`src/design/c8_ram.sv`:
```
`timescale 1ns / 1ps
// ============================================================================
// c8_ram
// Single-port synchronous RAM, registered read data.
// ============================================================================
module c8_ram #(
    parameter int P_WIDTH = 8,
    parameter int P_DEPTH = 16
) (
    input  logic                       i_clk,
    input  logic                       i_we,
    input  logic [$clog2(P_DEPTH)-1:0] i_addr,
    input  logic [P_WIDTH-1:0]         i_wdata,
    output logic [P_WIDTH-1:0]         o_rdata
);

    logic [P_WIDTH-1:0] mem [P_DEPTH];

    always_ff @(posedge i_clk) begin
        if (i_we) begin
            mem[i_addr] <= i_wdata;
        end
        o_rdata <= mem[i_addr];
    end

endmodule

```
`config.mk`:
```
export PLATFORM = sky130hd
export DESIGN_NAME = c8_ram
export DESIGN_NICKNAME = d
export VERILOG_FILES = /design/src/design/c8_ram.sv
export SDC_FILE = /design/constraint.sdc
export NUM_CORES = 1
export LEC_CHECK = 0
export BUFFER_PORTS_ARGS = -buffer_cell sky130_fd_sc_hd__buf_2
export CAP_MARGIN = 40
export CORE_ASPECT_RATIO = 1.2
export CORE_MARGIN = 1.5
export CORE_UTILIZATION = 50
export CTS_CLUSTER_SIZE = 30
export DETAILED_ROUTE_END_ITERATION = 10
export PLACE_DENSITY = 0.77
export SYNTH_ARGS = -nofsm -noshare
export SYNTH_HDL_FRONTEND = slang
export SYNTH_SLANG_ARGS = --single-unit
export TNS_END_PERCENT = 50
```
`constraint.sdc`:
```
create_clock -name i_clk -period 3.4 [get_ports i_clk]
set_input_delay 0.68 -clock i_clk [delete_from_list [all_inputs] [get_ports i_clk]]
set_output_delay 0.68 -clock i_clk [all_outputs]
set_load 0.03 [all_outputs]
```
==> Word level (Yosys, flattened, before mapping) <==
Memory sizes are Yosys's and may differ from the RTL's. A register that Yosys moved wholly into a read port is not among the register bits.
Cells that the tools add are included.
Widths: inputs -> output; s select.
{ "op_classes": {"mux": 2} }
{ "ops": {"columns": ["op", "count"], "rows": [
  ["$mux 1", 2]
]} }
{ "totals": {"reg_bits": 0, "ram_bits": 128, "in_bits": 14, "output_inout_bits": 8, "wordCells": 3, "n_memories": 1} }
{ "mem_list": {"columns": ["name", "words", "word_bits", "read_ports", "rd_ports_with_merged_regs", "wr", "line_no", "source"], "rows": [
  ["mem", 16, 8, 1, 1, 1, "17", "logic [P_WIDTH-1:0] mem [P_DEPTH];"]
]} }

==> Depth between registers and ports, before layout <==
{ "depth": {"ltp_word": 2, "mapped_depth": 5, "depth_no_buf": 3} }

==> Worst setup path after synthesis <==
Ideal clock, no wire load.
{ "synth_timing": {"path_kind": "input -> register", "start": "in i_addr[2]", "end": "mem mem[0][0] (enable)", "setup_time_ns": 0.383, "arrival_time_ns": 1.790, "required_time_ns": 3.017, "setup_slack_ns": 1.227, "path_stages": 2, "path_cell_list": "or3b_2 -> nor3_1"} }
{ "synth_rtl": {"columns": ["element", "line_no", "source"], "rows": [
  ["start: declaration", "12", "input logic [$clog2(P_DEPTH)-1:0] i_addr,"],
  ["end: declaration", "17", null]
]} }
No word-level cell before the write port.

==> Worst setup path in the final report <==
{ "layout_timing": {"start": "in i_addr[0]", "end": "mem mem[3][1] (enable)"} }
No word-level cell before the write port.

==> flow_metrics.env <==
export IMPL_cts_root_buf="clkbuf_16"
export IMPL_synth_top_area_cell="edfxtp_1"
export IMPL_dieArea_sq_mm=0.0108
export IMPL_powerDensity_mw_per_mm2=664
export IMPL_rsz0062_at_grt="no"
export IMPL_grt_pass1_vias=2538
export IMPL_setup_tns_ns=0
export IMPL_dr_pass1_iters=5
export IMPL_worst_pin_slew_ns=0.803
export IMPL_cts_hold_fix_buffers=0
export IMPL_syn_num_nets=244
export IMPL_path_max_fanout=24
export IMPL_syn_inst=230
export IMPL_synth_seq_area_share_pct=79.0
export IMPL_path_clk_slew_ns=0.06
export IMPL_synth_top_area_share_pct=75.9
export IMPL_row_count=40
export IMPL_r2r_start="mem[3][7]$_DFFE_PP_"
export IMPL_cp_start_kind="input port"
export IMPL_ios=22
export IMPL_synth_most_common_cell="edfxtp_1"
export IMPL_dpl_cell_area_sq_mm=0.00540
export IMPL_hp_start="i_wdata[4]"
export IMPL_yosysUniqueCellTypes=18
export IMPL_critical_path_endpoint="mem[3][1]$_DFFE_PP_"
export IMPL_netlist_top_cells_area="edfxtp_1, mux4_2, dfxtp_1, a22oi_1, nor2_1"
export IMPL_fin_area_sq_mm=0.00603
export IMPL_r2r_slack_ns=2.07
export IMPL_finalSetupViolCount=0
export IMPL_multi_input_area_sq_mm=0.00100
export IMPL_arrival_ns=2.16
export IMPL_post_drt_wl_per_cell_um=23.5
export IMPL_grt_ovfl_total=0
export IMPL_cp_startpoint="i_addr[0]"
export IMPL_status="finished clean"
export IMPL_ctsResizeCount=0
export IMPL_async_flop_share_pct=0
export IMPL_syn_area_sq_mm=0.00507
export IMPL_grt_max_degree=25
export IMPL_num_fill_cells=672
export IMPL_finClkSkew_ns=0.00439
export IMPL_fmax_ghz=0.470
export IMPL_drt_initial_drc_count=236
export IMPL_antenna_found_initial=0
export IMPL_die_h_um=113
export IMPL_port_buffers=21
export IMPL_end_kind="flop"
export IMPL_r2r_cells=3
export IMPL_yosys_warnings=0
export IMPL_numCtsBuffers=17
export IMPL_p_leak_nw=2.00
export IMPL_grt_pass1_wl_um=14800
export IMPL_ys_ff_latch=136
export IMPL_num_nets_final=288
export IMPL_drt_wl_total_um=9700
export IMPL_hold_violations=0
export IMPL_r2r_end="o_rdata[7]$_DFF_P_"
export IMPL_worstPathRequired_ns=3.44
export IMPL_slew_headroom_pct=46.3
export IMPL_vias_per_cell=5.79
export IMPL_maxCapViolations=0
export IMPL_die_w_um=94.9
export IMPL_cts_tree="yes"
export IMPL_synth_avg_cell_area_sq_um=22.0
export IMPL_postRouteAntennaNets=0
export IMPL_drc_errors=0
export IMPL_clk_latency_ns=0.41
export IMPL_synth_edf_count=128
export IMPL_design_core_area_sq_mm=0.00996
export IMPL_clock_sinks=136
export IMPL_start_util_pct=50.9
export IMPL_ir_drop_mv=0.476
export IMPL_vias=2390
export IMPL_finalCritPeriodShare_pct=62.6
export IMPL_yosys_most_used_dff="edfxtp_1"
export IMPL_cts_htree_levels=4
export IMPL_grt_usage_pct=20.4
export IMPL_place_congestion=0.771
export IMPL_yosys_top_cells_count="edfxtp_1, mux4_2, a22oi_1"
export IMPL_drive_above_1_share_pct=34.5
export IMPL_drv_slew=0
export IMPL_postCtsSetupBuffers=0
export IMPL_dp_hpwl_um=6040
export IMPL_hold_class="input port to flop"
export IMPL_seqCellArea_sq_mm=0.00400
export IMPL_clock_path_buffers=2
export IMPL_crit_type="input port to flop"
export IMPL_min_period_ns=2.13
export IMPL_insertedDiodeCount=0
export IMPL_area_delta_synth_final_pct=18.9
## worst max-delay path: stages
cell and delay [ns]:
buf_2 0.54, nand2_1 0.25, nor2_1 0.68
## layout by cell type, fill, tap and decap left out
master,n
dfxtp_1,8
bufinv_16,4
and2_1,1
clkinv_4,1
edfxtp_1,128
clkbuf_8,2
nand3b_1,2
buf_12,1
inv_6,1
a22oi_1,16
clkinvlp_4,3
clkbuf_16,17
nor3_1,4
buf_4,14
nand3_1,1
clkbuf_1,2
nor2_1,13
mux4_2,32
nor2b_1,2
or3b_2,1
nand2_1,9
clkinv_2,2
nand2b_1,2
buf_2,21
## area by class of cell
class	instances	area share [%]
clock buffers	21	7.64
clock inverters	11	2.82
multi-input cells	83	16.7
flip-flops and latches	136	66.4
well taps	126	2.62
repair buffers	36	3.82
## how the worst min path moves through the flow
stage                           endpoint  slack, ns  cells after the start
detailed placement    o_rdata[3]$_DFF_P_       0.67                      3
CTS                 mem[15][3]$_DFFE_PP_       0.64                      1
global route         mem[0][0]$_DFFE_PP_       0.65                      1
global placement      o_rdata[3]$_DFF_P_       0.65                      3
floorplan             o_rdata[0]$_DFF_P_       0.63                      3
finish               mem[6][4]$_DFFE_PP_       0.66                      1
## flip-flops by register name (all words and copies together), names as in the netlist
signal   flops
mem        128
o_rdata      8
## per-stage QoR
| stage | worst slack, ns | hold slack, ns | instances | total power [mW] | utilization [%] |
|---|---|---|---|---|---|
| 3_5_place_dp | 0.784 | 0.666 | 381 | 2.11 | 54.2 |
| 3_3_place_gp | 0.852 | 0.649 | 381 | 2.10 | 54.2 |
| 2_1_floorplan | 1.23 | 0.635 | 230 | 2.04 | - |
| 5_1_grt | 1.06 | 0.651 | 413 | 4.11 | 60.5 |
| 6_report | 1.27 | 0.657 | 413 | 4.00 | 60.5 |
| 4_1_cts | 1.24 | 0.639 | 413 | 4.02 | 60.5 |
## power breakdown
part	leakage [nW]	internal, mW	total (mW)	switching [mW]
sequential	1.22	1.88	1.89	0.0118
clock	0.300	1.27	1.93	0.661
combinational	0.478	0.0724	0.190	0.118
## metal layers
layer | GRT usage, % | routed length [um] | vias to the layer above
met4 | 8.86 | 267 | 0
met1 | 25.2 | 3760 | 1235
li1 | - | - | 1050
met5 | 0 | 0 | -
met2 | 33.0 | 5060 | 85
met3 | 6.65 | 602 | 20
## cell families after synthesis
kind of cell	synth area share, %
AOI/OAI and AO/OA	2.37
buffers and inverters	1.19
DFF	79.0
muxes	14.2
and+or+nand+nor	3.21
(Power assumes the default switching activity.)
