===== config.mk =====
export PLATFORM = sky130hd
export DESIGN_NAME = c8_alu
export DESIGN_NICKNAME = d
export VERILOG_FILES = /design/src/design/c8_pkg.sv /design/src/design/c8_alu.sv
export SDC_FILE = /design/constraint.sdc
export NUM_CORES = 1
export LEC_CHECK = 0
export BUFFER_PORTS_ARGS = -buffer_cell sky130_fd_sc_hd__buf_2
export CORE_MARGIN = 2
export CORE_UTILIZATION = 60
export DETAILED_ROUTE_END_ITERATION = 6
export GPL_ROUTABILITY_DRIVEN = 0
export PLACE_DENSITY = 0.89
export SYNTH_ARGS = -nofsm -noshare
export SYNTH_HDL_FRONTEND = slang
export SYNTH_SLANG_ARGS = --single-unit

===== constraint.sdc =====
create_clock -name vclk -period 1.8
set_input_delay 0 -clock vclk [all_inputs]
set_output_delay 0 -clock vclk [all_outputs]
set_load 0.005 [all_outputs]

===== src/design/c8_pkg.sv =====
`timescale 1ns / 1ps
// ============================================================================
// c8_pkg
// Shared types, opcode fields, fault codes and the font table of the
// CHIP-8 instruction core.
// ============================================================================
package c8_pkg;

    localparam int MEM_BYTES     = 4096;
    localparam int ADDR_W        = 12;
    localparam int SCREEN_WIDTH  = 64;
    localparam int SCREEN_HEIGHT = 32;
    localparam int ROW_W         = 5;
    localparam int COL_W         = 6;
    localparam int STACK_DEF     = 16;
    localparam int FONT_BYTES    = 80;
    localparam int IN_W          = 64;
    localparam int OUT_W         = 32;

    localparam logic [ADDR_W-1:0] PC_RESET = 12'h200;

    // item kinds
    localparam logic [2:0] ITEM_EXEC = 3'd0;
    localparam logic [2:0] ITEM_TICK = 3'd1;
    localparam logic [2:0] ITEM_MWR  = 3'd2;
    localparam logic [2:0] ITEM_MRD  = 3'd3;
    localparam logic [2:0] ITEM_PIX  = 3'd4;

    // fault codes
    localparam logic [1:0] FLT_OK    = 2'd0;
    localparam logic [1:0] FLT_BAD   = 2'd1;
    localparam logic [1:0] FLT_OVER  = 2'd2;
    localparam logic [1:0] FLT_UNDER = 2'd3;

    // opcode groups (top nibble)
    localparam logic [3:0] GRP_SYS  = 4'h0;
    localparam logic [3:0] GRP_JP   = 4'h1;
    localparam logic [3:0] GRP_CALL = 4'h2;
    localparam logic [3:0] GRP_SE   = 4'h3;
    localparam logic [3:0] GRP_SNE  = 4'h4;
    localparam logic [3:0] GRP_SEV  = 4'h5;
    localparam logic [3:0] GRP_LD   = 4'h6;
    localparam logic [3:0] GRP_ADD  = 4'h7;
    localparam logic [3:0] GRP_ALU  = 4'h8;
    localparam logic [3:0] GRP_SNEV = 4'h9;
    localparam logic [3:0] GRP_LDI  = 4'hA;
    localparam logic [3:0] GRP_JPV  = 4'hB;
    localparam logic [3:0] GRP_RND  = 4'hC;
    localparam logic [3:0] GRP_DRW  = 4'hD;
    localparam logic [3:0] GRP_KEY  = 4'hE;

    localparam logic [15:0] OPC_CLS = 16'h00E0;
    localparam logic [15:0] OPC_RET = 16'h00EE;

    localparam logic [7:0] KEY_SKP  = 8'h9E;
    localparam logic [7:0] KEY_SKNP = 8'hA1;

    localparam logic [7:0] FX_LDDT = 8'h07;
    localparam logic [7:0] FX_WKEY = 8'h0A;
    localparam logic [7:0] FX_SDT  = 8'h15;
    localparam logic [7:0] FX_SST  = 8'h18;
    localparam logic [7:0] FX_ADDI = 8'h1E;
    localparam logic [7:0] FX_FONT = 8'h29;
    localparam logic [7:0] FX_BCD  = 8'h33;
    localparam logic [7:0] FX_STR  = 8'h55;
    localparam logic [7:0] FX_LDR  = 8'h65;

    // 8xy low nibble
    localparam logic [3:0] ALU_LD   = 4'h0;
    localparam logic [3:0] ALU_OR   = 4'h1;
    localparam logic [3:0] ALU_AND  = 4'h2;
    localparam logic [3:0] ALU_XOR  = 4'h3;
    localparam logic [3:0] ALU_ADD  = 4'h4;
    localparam logic [3:0] ALU_SUB  = 4'h5;
    localparam logic [3:0] ALU_SHR  = 4'h6;
    localparam logic [3:0] ALU_SUBN = 4'h7;
    localparam logic [3:0] ALU_SHL  = 4'hE;

    typedef enum logic [4:0] {
        S_CLR, S_IDLE, S_TICK, S_MWR, S_MRD, S_MRD2, S_PRD, S_PRD2,
        S_F0, S_F1, S_F2, S_F3, S_F4, S_EXEC, S_WRX, S_CLS,
        S_SPR_A, S_SPR_B, S_SPR_C, S_SPR_D, S_BCD0, S_BCD1, S_BCD2,
        S_ST_A, S_ST_B, S_LD_A, S_LD_B, S_DONE
    } t_state;

    typedef struct packed {
        logic [7:0] res;
        logic       flag;
        logic       flagged;
        logic       valid;
    } t_alu_out;

    localparam logic [7:0] FONT [FONT_BYTES] = '{
        8'hF0, 8'h90, 8'h90, 8'h90, 8'hF0, 8'h20, 8'h60, 8'h20, 8'h20, 8'h70,
        8'hF0, 8'h10, 8'hF0, 8'h80, 8'hF0, 8'hF0, 8'h10, 8'hF0, 8'h10, 8'hF0,
        8'h90, 8'h90, 8'hF0, 8'h10, 8'h10, 8'hF0, 8'h80, 8'hF0, 8'h10, 8'hF0,
        8'hF0, 8'h80, 8'hF0, 8'h90, 8'hF0, 8'hF0, 8'h10, 8'h20, 8'h40, 8'h40,
        8'hF0, 8'h90, 8'hF0, 8'h90, 8'hF0, 8'hF0, 8'h90, 8'hF0, 8'h10, 8'hF0,
        8'hF0, 8'h90, 8'hF0, 8'h90, 8'h90, 8'hE0, 8'h90, 8'hE0, 8'h90, 8'hE0,
        8'hF0, 8'h80, 8'h80, 8'h80, 8'hF0, 8'hE0, 8'h90, 8'h90, 8'h90, 8'hE0,
        8'hF0, 8'h80, 8'hF0, 8'h80, 8'hF0, 8'hF0, 8'h80, 8'hF0, 8'h80, 8'h80
    };

    function automatic logic [7:0] font_byte(input logic [ADDR_W-1:0] a);
        logic [7:0] b;
        b = 8'd0;
        if (a < ADDR_W'(FONT_BYTES)) begin
            b = FONT[a[6:0]];
        end
        return b;
    endfunction

endpackage


===== src/design/c8_alu.sv =====
`timescale 1ns / 1ps
// ============================================================================
// c8_alu
// 8xyN register operations with VF flag.
// ============================================================================
module c8_alu (
    input  logic             [3:0] i_fn,
    input  logic             [7:0] i_vx,
    input  logic             [7:0] i_vy,
    output c8_pkg::t_alu_out       o_alu
);
    import c8_pkg::*;

    logic [8:0] sum;

    assign sum = {1'b0, i_vx} + {1'b0, i_vy};

    always_comb begin
        o_alu = '{res: 8'd0, flag: 1'b0, flagged: 1'b0, valid: 1'b1};
        case (i_fn)
            ALU_LD:   o_alu.res = i_vy;
            ALU_OR:   o_alu.res = i_vx | i_vy;
            ALU_AND:  o_alu.res = i_vx & i_vy;
            ALU_XOR:  o_alu.res = i_vx ^ i_vy;
            ALU_ADD: begin
                o_alu.res = sum[7:0];
                o_alu.flag = sum[8];
                o_alu.flagged = 1'b1;
            end
            ALU_SUB: begin
                o_alu.res = i_vx - i_vy;
                o_alu.flag = i_vx > i_vy;
                o_alu.flagged = 1'b1;
            end
            ALU_SHR: begin
                o_alu.res = {1'b0, i_vx[7:1]};
                o_alu.flag = i_vx[0];
                o_alu.flagged = 1'b1;
            end
            ALU_SUBN: begin
                o_alu.res = i_vy - i_vx;
                o_alu.flag = i_vy > i_vx;
                o_alu.flagged = 1'b1;
            end
            ALU_SHL: begin
                o_alu.res = {i_vx[6:0], 1'b0};
                o_alu.flag = i_vx[7];
                o_alu.flagged = 1'b1;
            end
            default: o_alu.valid = 1'b0;
        endcase
    end

endmodule


After elaboration in Yosys (flattened, before gate mapping)
Index checks and enable logic that the tools add are counted.
{ "classes": {"n_addsub": 3, "mul": 0, "div_mod_pow": 0, "order_cmp": 2, "n_eq_ne": 8, "n_shift": 0, "mux": 3, "bitwise_logic": 3, "reduce_logical": 2} }
{ "ops": {"columns": ["op", "count"], "rows": [
  ["$pmux W8 S9", 1],
  ["$eq A4 B3 Y1 const B", 4],
  ["$gt A8 B8 Y1", 2],
  ["$sub A8 B8 Y8", 2],
  ["$pmux W2 S5", 1],
  ["$add A8 B8 Y9", 1],
  ["$reduce_or A9 Y1", 1],
  ["$and A8 B8 Y8", 1],
  ["$eq A4 B2 Y1 const B", 2],
  ["$or A8 B8 Y8", 1],
  ["$xor A8 B8 Y8", 1],
  ["$eq A4 B1 Y1 const B", 1],
  ["$eq A4 B4 Y1 const B", 1],
  ["$logic_not A4 Y1", 1],
  ["$mux W1", 1]
]} }
{ "totals": {"regBits": 0, "latchBits": 0, "ram_bits": 0, "romBits": 0, "inputBits": 20, "output_inout_bits": 11, "elab_cells": 21, "n_memories": 0} }

Depth between registers and ports, before layout
Gate-level depths: netlist of run 1.
{ "depth": {"ltp_word": 3, "depth_mapped": 10, "depth_no_buf": 10} }

Worst setup path before layout of run 1
Ideal clock, no wire load.
{ "synth_path": {"kind": "input to output", "start": "input i_vx[0]", "end": "output o_alu[2] (netlist bit)", "arrival_ns": 1.742, "required_ns": 1.800, "slack_ns": 0.058, "stages": 10, "n_path_buf": 0, "cell_sequence": "inv_1 -> ha_1 -> inv_1 -> fa_1 -> nor3b_2 -> nor3_2 -> o31ai_1 -> nor4b_2 -> a2111oi_1 -> o221ai_1"} }
{ "synth_rtl": {"columns": ["item", "line_no", "text"], "rows": [
  ["start, declared", "c8_alu.sv:8", "input logic [7:0] i_vx,"],
  ["end, declared", "c8_alu.sv:10", "output c8_pkg::t_alu_out o_alu"]
]} }

==> run_results.csv, run 1 <==
group,metric,value,unit
run_status,status,"finished, violations left",
run_status,violations,"DRC, setup timing",
cells_and_area,multiInputGateArea,1790,um^2
detailed_routing,drt_first_pass_iters,7,
detailed_routing,drcViolationCount,4,
setup_path,start_kind,"input port",
global_routing,grt_max_degree,19,
setup_path,cp.required,1.80,ns
pwr,vdd_ir_drop_max,0.000200,V
setup_path,critPathMaxStageDelay,0.39,ns
setup_path,arrival,2.01,ns
global_routing,use_met2,71.3,%
global_routing,grt_first_pass_wirelength,10900,um
global_routing,grt_pass1_vias,2271,
global_routing,grt_usage,40.8,%
setup_path,path_cells,"buf_8 -> inv_4 -> ha_4 -> inv_1 -> fa_2 -> nor3b_2 -> nor3_2 -> o31ai_2 -> nor4b_4 -> a2111oi_2 -> o221ai_1 -> buf_2",
synthesis,avgSynthCellArea,7.28,um^2
sta,finalHoldViolations,0,
floorplanning,fp-row-count,19,
cells_and_area,drive_gt1_share,38.6,%
placement,portBuffers,31,
cells_and_area,seq_cell_count,0,
cells_and_area,post-route-util,88.7,%
job,drv_cap,0,
setup_path,cp_max_fo,3,
cells_and_area,fill_cells,133,
placement,placed_area,2210,um^2
min_path,min_path_cells,4,
cells_and_area,synthToLayoutAreaGrowth,37.3,%
sta,period_needed,2.01,ns
pwr,p_comb_share,100.0,%
cells_and_area,final_area,2490,um^2
detailed_routing,via_count,2494,
setup_path,crit_cells,12,
setup_path,cp-startpoint,"i_vx[0]",
global_routing,grtUsageMet1,49.3,%
detailed_routing,antenna_left,0,
sta,maxSlewViolCount,0,
pwr,power_density,310,nW/um^2
floorplanning,die_x,59.0,um
setup_path,slowest_stage,"fa_2",
synthesis,ys_seq_area_share,0,%
cells_and_area,final_nets,369,
cells_and_area,nClkBuffers,0,
floorplanning,initial_core_util,64.6,%
setup_path,path_class,"in -> out",
min_path,hp-class,"in -> out",
sta,setup_viol,6,
sta,relSlewSlack,65.5,%
detailed_routing,wl,7870,um
global_routing,grt_overflow_total,0,
setup_path,path_buf_inv,4,
sta,layout_setup_ws,-0.213,ns
pwr,clockPowerShare,0,%
sta,min_period_over_period,112,%
global_routing,antenna_found_initial,0,
floorplanning,core_area,2810,um^2
detailed_routing,vias_per_cell,7.29,
pwr,sw_frac_of_total,55.6,%
global_routing,grt_busiest_layer,"met2",
cells_and_area,area.sequential,0,um^2
synthesis,ys_warn_count,0,
detailed_routing,wire_per_inst,23.0,um
pwr,p_switching,0.000430,W
floorplanning,die_h,59.0,um
setup_path,worstSetupEndpointType,"output pin",
floorplanning,io-pin-count,31,
cells_and_area,antenna_cells,0,
global_routing,grtUsageMet3,5.46,%
setup_path,endpoint,"o_alu[2]",
sta,whs,0.547,ns
sta,worstMarginPinSlew,0.514,ns
synthesis,syn_inst,249,
pwr,intPower,0.000343,W
setup_path,cpLargestDelayFamily,"compound AO/OA/AOI/OAI gates",
sta,tns,-0.785,ns
detailed_routing,drt_iter0_drc,357,
synthesis,yosysUniqueCellTypes,61,
floorplanning,die-area,3480,um^2
placement,place_hpwl,4510,um
synthesis,synth.net_count,305,
pwr,seq_power_share,0,%
pwr,power,0.000773,W
sta,rsz0062_at_grt,"true",
sta,fmax,497,MHz
pwr,p_leak,1.17,nW
synthesis,syn-cell-area,1810,um^2
[per-layer routing]
layer | share of wire, % | routed length, um | vias to the layer above
met1 | 33 | 2590 | 1118
met3 | 13 | 998 | 94
met4 | 8.7 | 684 | 0
met5 | 0 | 0 | -
li1 | - | - | 1021
met2 | 46 | 3600 | 261
[worst min path at each step]
stage / startpoint / end / slack, ns
after global routing: i_vx[2] / o_alu[6] / 0.54
after global placement: i_fn[1] / o_alu[3] / 0.45
after CTS: i_fn[1] / o_alu[3] / 0.47
final: i_fn[1] / o_alu[3] / 0.55
after floorplan: i_vx[2] / o_alu[6] / 0.15
after detailed placement: i_fn[1] / o_alu[3] / 0.47
[kinds of logic (layout without fill, tap and decap cells)]
family | count (synthesis) | count (layout) | synth area share, %
compound gates | 80 | 80 | 30.0
simple gates | 73 | 73 | 22.8
buf+inv | 42 | 104 | 10.7
fa+ha+maj | 36 | 36 | 26.1
mux | 13 | 13 | 7.94
xor+xnor | 5 | 5 | 2.42
[cells in the final DEF (no fill, tap or decap), drive strengths merged, types with 4 or more instances in the layout]
cell type and instances:
mux2i 11, nor2 18, nand2 12, nor2b 4
o31ai 4, nor3 9, inv 25, a21o 4
ha 33, a21oi 23, o21bai 4, nand2b 6
nor4 6, o21ai 15, buf 79, xnor2 5
[tightest hold or removal path, stage by stage]
cell and delay (ns):
buf_2 0.19, nand3_1 0.12, a21oi_1 0.09, buf_2 0.14
[timing repair]
| item | 4_1_cts | 5_1_grt |
|---|---|---|
| endpoints found under the setup margin | 5 | 7 |
| pin swaps | 16 | 12 |
| setup buffers | 7 | 2 |
| resized for setup | 24 | 22 |
| hold buffers | 0 | 0 |
| cloned | 0 | 0 |
[cell type report]
class,count,area share (%)
timing repair buffer,79,22.4
inverter,25,3.97
tap,31,1.56
multi-input combinational,207,72.0
[metrics by stage]
step                      setup WS [ns]  cells
after floorplan                  0.0583    249
after global placement           -0.312    333
after detailed placement         -0.388    333
after CTS                        -0.225    340
after global routing             -0.259    342
final                            -0.213    342
[power by group through the flow]
stage | combinational [W] | sequential, W | clock (W)
3_3_place_gp | 0.000577 | 0 | 0
5_1_grt | 0.000808 | 0 | 0
2_1_floorplan | 0.000364 | 0 | 0
4_1_cts | 0.000644 | 0 | 0
6_report | 0.000773 | 0 | 0
3_5_place_dp | 0.000599 | 0 | 0
[cells in the mapped netlist (all sizes together), types with 2 or more instances]
master	n	area share [%]
a221oi	3	2.4
clkbuf	4	0.90
xnor2	5	2.4
o31ai	4	1.7
nand2	12	2.5
nor3	9	3.4
nor2	18	3.7
ha	33	23
nor4	6	2.1
nor2b	4	1.4
nand3	3	0.83
and2	3	1.0
a211oi	3	1.2
a311oi	2	0.97
nor3b	2	1.1
o21bai	4	1.7
and3	2	0.76
buf	13	4.6
o211ai	3	1.2
o21ai	15	4.1
a32oi	3	1.4
mux2i	11	6.1
inv	25	5.2
a21o	4	1.7
a31oi	2	0.69
a21oi	23	6.6
fa	3	3.3
nand2b	6	2.3
o221ai	3	1.4
o22ai	3	1.0
(Power assumes the default switching activity.)
==> run 2: changes to the inputs <==
==> constraint.sdc (replaced) <==
create_clock -name vclk -period 1.91
set_input_delay 0.2865 -clock vclk [all_inputs]
set_output_delay 0.2865 -clock vclk [all_outputs]
set_load 0.005 [all_outputs]
==> run 2 against run 1 <==
Net effect:
- the flow now stops in clock tree synthesis (4_1_cts)
- synthesized cell count did not move
- area after synthesis did not move
==> run_results.csv, run 2 <==
group,metric,value,unit
synthesis,ys_seq_area_share,0,%
synthesis,synthSimpleGateAreaFrac,22.8,%
cts,cts_resized,65,
floorplanning,die_h,59.0,um
cts,cts_setup_buffers,7,
synthesis,avgSynthCellArea,7.28,um^2
placement,portBuffers,31,
synthesis,yosysTopAreaCell,"ha_1",
synthesis,muxShareOfSynthArea,7.94,%
floorplanning,io-pin-count,31,
floorplanning,die_x,59.0,um
synthesis,synth.net_count,305,
placement,place_hpwl,6030,um
synthesis,syn-cell-area,1810,um^2
synthesis,synth-xor-area-share,2.42,%
run_status,stop_error,"[ERROR DPL-0038] Utilization greater than 100%, impossible to legalize",
floorplanning,initial_core_util,64.6,%
synthesis,synth_compound_area_share,30.0,%
synthesis,synth_adder_area_share,26.1,%
synthesis,yosys-top-cells-count,"ha_1, inv_1, a21oi_1, nor2_1, o21ai_0",
synthesis,yosysMostFrequentCell,"ha_1",
synthesis,synth_top_family_by_area,"compound AO/OA/AOI/OAI gates",
synthesis,ys_warn_count,0,
synthesis,synth_top_area_share,22.8,%
synthesis,synth_area_leaders,"ha_1, a21oi_1, mux2i_1, inv_1, o21ai_0",
floorplanning,fp-row-count,19,
synthesis,yosysUniqueCellTypes,61,
cts,cts_hold_buffers,0,
run_status,haltStage,"clock tree synthesis (4_1_cts)",
run_status,status,"did not finish",
synthesis,syn_inst,249,
[run 2: cell counts after synthesis]
Identical to the previous run, type by type.
[run 2: per-stage QoR]
step,hold slack (ns),utilization [%],std cells,setup WS [ns],area [um^2]
global placement,1.10,91.8,373,-0.741,2580
detailed placement,1.13,91.8,373,-0.897,2580
floorplan,0.720,-,249,-0.243,1880
[run 2: cell families after synthesis]
family,count (synthesis)
and+or+nand+nor,73
muxes,13
xor gates and xnor gates,5
adders and majority gates,36
buffers and inverters,42
AOI/OAI and AO/OA,80
==> run 3: changes to the inputs <==
--- a/config.mk
+++ b/config.mk
@@ -7,10 +7,10 @@
 export LEC_CHECK = 0
 export BUFFER_PORTS_ARGS = -buffer_cell sky130_fd_sc_hd__buf_2
 export CORE_MARGIN = 2
-export CORE_UTILIZATION = 60
+export CORE_UTILIZATION = 40
 export DETAILED_ROUTE_END_ITERATION = 6
 export GPL_ROUTABILITY_DRIVEN = 0
-export PLACE_DENSITY = 0.89
+export PLACE_DENSITY_LB_ADDON = 0.15
 export SYNTH_ARGS = -nofsm -noshare
 export SYNTH_HDL_FRONTEND = slang
 export SYNTH_SLANG_ARGS = --single-unit
==> run 3 against run 2 <==
Net effect:
- the flow now finishes, with violations (setup timing)
==> run_results.csv, run 3 (synthesis results as in run 1) <==
group,metric,value,unit
run_status,status,"finished, violations left",
run_status,violations,"setup timing",
sta,rsz0062_at_grt,"true",
min_path,hp-class,"in -> out",
cells_and_area,area.sequential,0,um^2
sta,fmax,395,MHz
sta,relSlewSlack,73.1,%
cells_and_area,drive_gt1_share,53.6,%
cells_and_area,nClkBuffers,0,
setup_path,cp_max_fo,5,
floorplanning,fp-row-count,24,
global_routing,grt_pass1_vias,2304,
cells_and_area,final_cell_mix,"buf_4, ha_1, buf_2",
setup_path,cp-startpoint,"i_vx[0]",
job,drv_cap,0,
cells_and_area,multiInputGateArea,1940,um^2
sta,period_needed,2.53,ns
cells_and_area,final_nets,422,
cells_and_area,fill_cells,333,
global_routing,grt_usage,27.1,%
detailed_routing,drt_iter0_drc,216,
floorplanning,die_h,71.3,um
sta,finalHoldViolations,0,
setup_path,endpoint,"o_alu[2]",
sta,min_period_over_period,133,%
sta,setup_viol,8,
setup_path,cp.required,1.62,ns
pwr,power,0.000851,W
detailed_routing,wire_per_inst,16.4,um
pwr,power_density,272,nW/um^2
sta,layout_setup_ws,-0.624,ns
setup_path,start_kind,"input port",
placement,place_hpwl,5150,um
floorplanning,io-pin-count,31,
global_routing,antenna_found_initial,0,
global_routing,grt_max_degree,16,
cts,cts_hold_buffers,0,
cells_and_area,seq_cell_count,0,
detailed_routing,via_count,2332,
detailed_routing,wl,6830,um
detailed_routing,vias_per_cell,5.61,
detailed_routing,drt_first_pass_iters,4,
setup_path,worstSetupEndpointType,"output pin",
pwr,p_leak,1.46,nW
sta,worstMarginPinSlew,0.402,ns
detailed_routing,antenna_left,0,
cells_and_area,layout_commonest_cell,"buf_4",
floorplanning,die_x,71.3,um
pwr,vdd_ir_drop_max,0.000134,V
placement,portBuffers,31,
floorplanning,die-area,5090,um^2
global_routing,grt_overflow_total,0,
global_routing,grt_first_pass_wirelength,11300,um
detailed_routing,drcViolationCount,0,
floorplanning,core_area,4350,um^2
floorplanning,initial_core_util,41.6,%
cells_and_area,synthToLayoutAreaGrowth,72.5,%
setup_path,arrival,2.25,ns
cells_and_area,antenna_cells,0,
sta,maxSlewViolCount,0,
setup_path,path_class,"in -> out",
cells_and_area,post-route-util,71.8,%
placement,post-place-ws,-0.786,ns
run 3: layout make-up:
cell class / count / area share [%]
Multi-Input combinational cell: 207 / 61.9
Inverter: 25 / 4.32
Timing Repair Buffer: 132 / 31.7
Tap cell: 52 / 2.08
run 3: worst max-delay path, stage by stage:
cell       delay (ns)
buf_12           0.12
clkinv_8         0.04
ha_4             0.13
inv_2            0.03
fa_2             0.33
nor3b_4          0.16
nor3_2           0.22
o31ai_2          0.11
nor4b_2          0.17
a2111oi_1        0.32
o221ai_1         0.17
buf_2            0.15
run 3: worst min-delay path by stage:
stage | from | endpoint | slack (ns) | cells after the start
finish | i_fn[3] | o_alu[0] | 1.04 | 4
global route | i_fn[3] | o_alu[0] | 1.08 | 4
CTS | i_fn[3] | o_alu[0] | 1.03 | 4
detailed placement | i_fn[3] | o_alu[0] | 1.03 | 4
global placement | i_fn[3] | o_alu[0] | 1.03 | 4
floorplan | i_vx[2] | o_alu[6] | 0.72 | 2
run 3: through the flow:
stage          setup TNS [ns]  hold WS, ns  instances  instance area [um^2]
2_1_floorplan          -0.468        0.720        249                  1880
6_report                -2.49         1.04        416                  3130
5_1_grt                 -3.26         1.08        416                  3130
3_3_place_gp            -4.11         1.03        409                  2700
3_5_place_dp            -4.00         1.03        409                  2700
4_1_cts                 -2.27         1.03        414                  3040
run 3: repair_timing:
item | in CTS | in global routing
setup buffers | 5 | 2
pin swaps | 21 | 5
setup endpoints to repair | 9 | 9
gates resized for setup | 64 | 17
run 3: where the power goes:
part,switching (W),internal (W),total [W],leakage (nW)
clock network,0,0,0,0
logic,0.000414,0.000436,0.000851,1.46
registers,0,0,0,0
run 3: layer usage:
metal / vias to the layer above / wire, um / GRT usage, % / share of wire [%]
li1: 1136 / - / - / -
met1: 1099 / 3090 / 39.0 / 45
met4: 0 / 102 / 3.98 / 1.5
met5: - / 0 / 0 / 0
met3: 13 / 359 / 2.25 / 5.3
met2: 84 / 3280 / 45.1 / 48
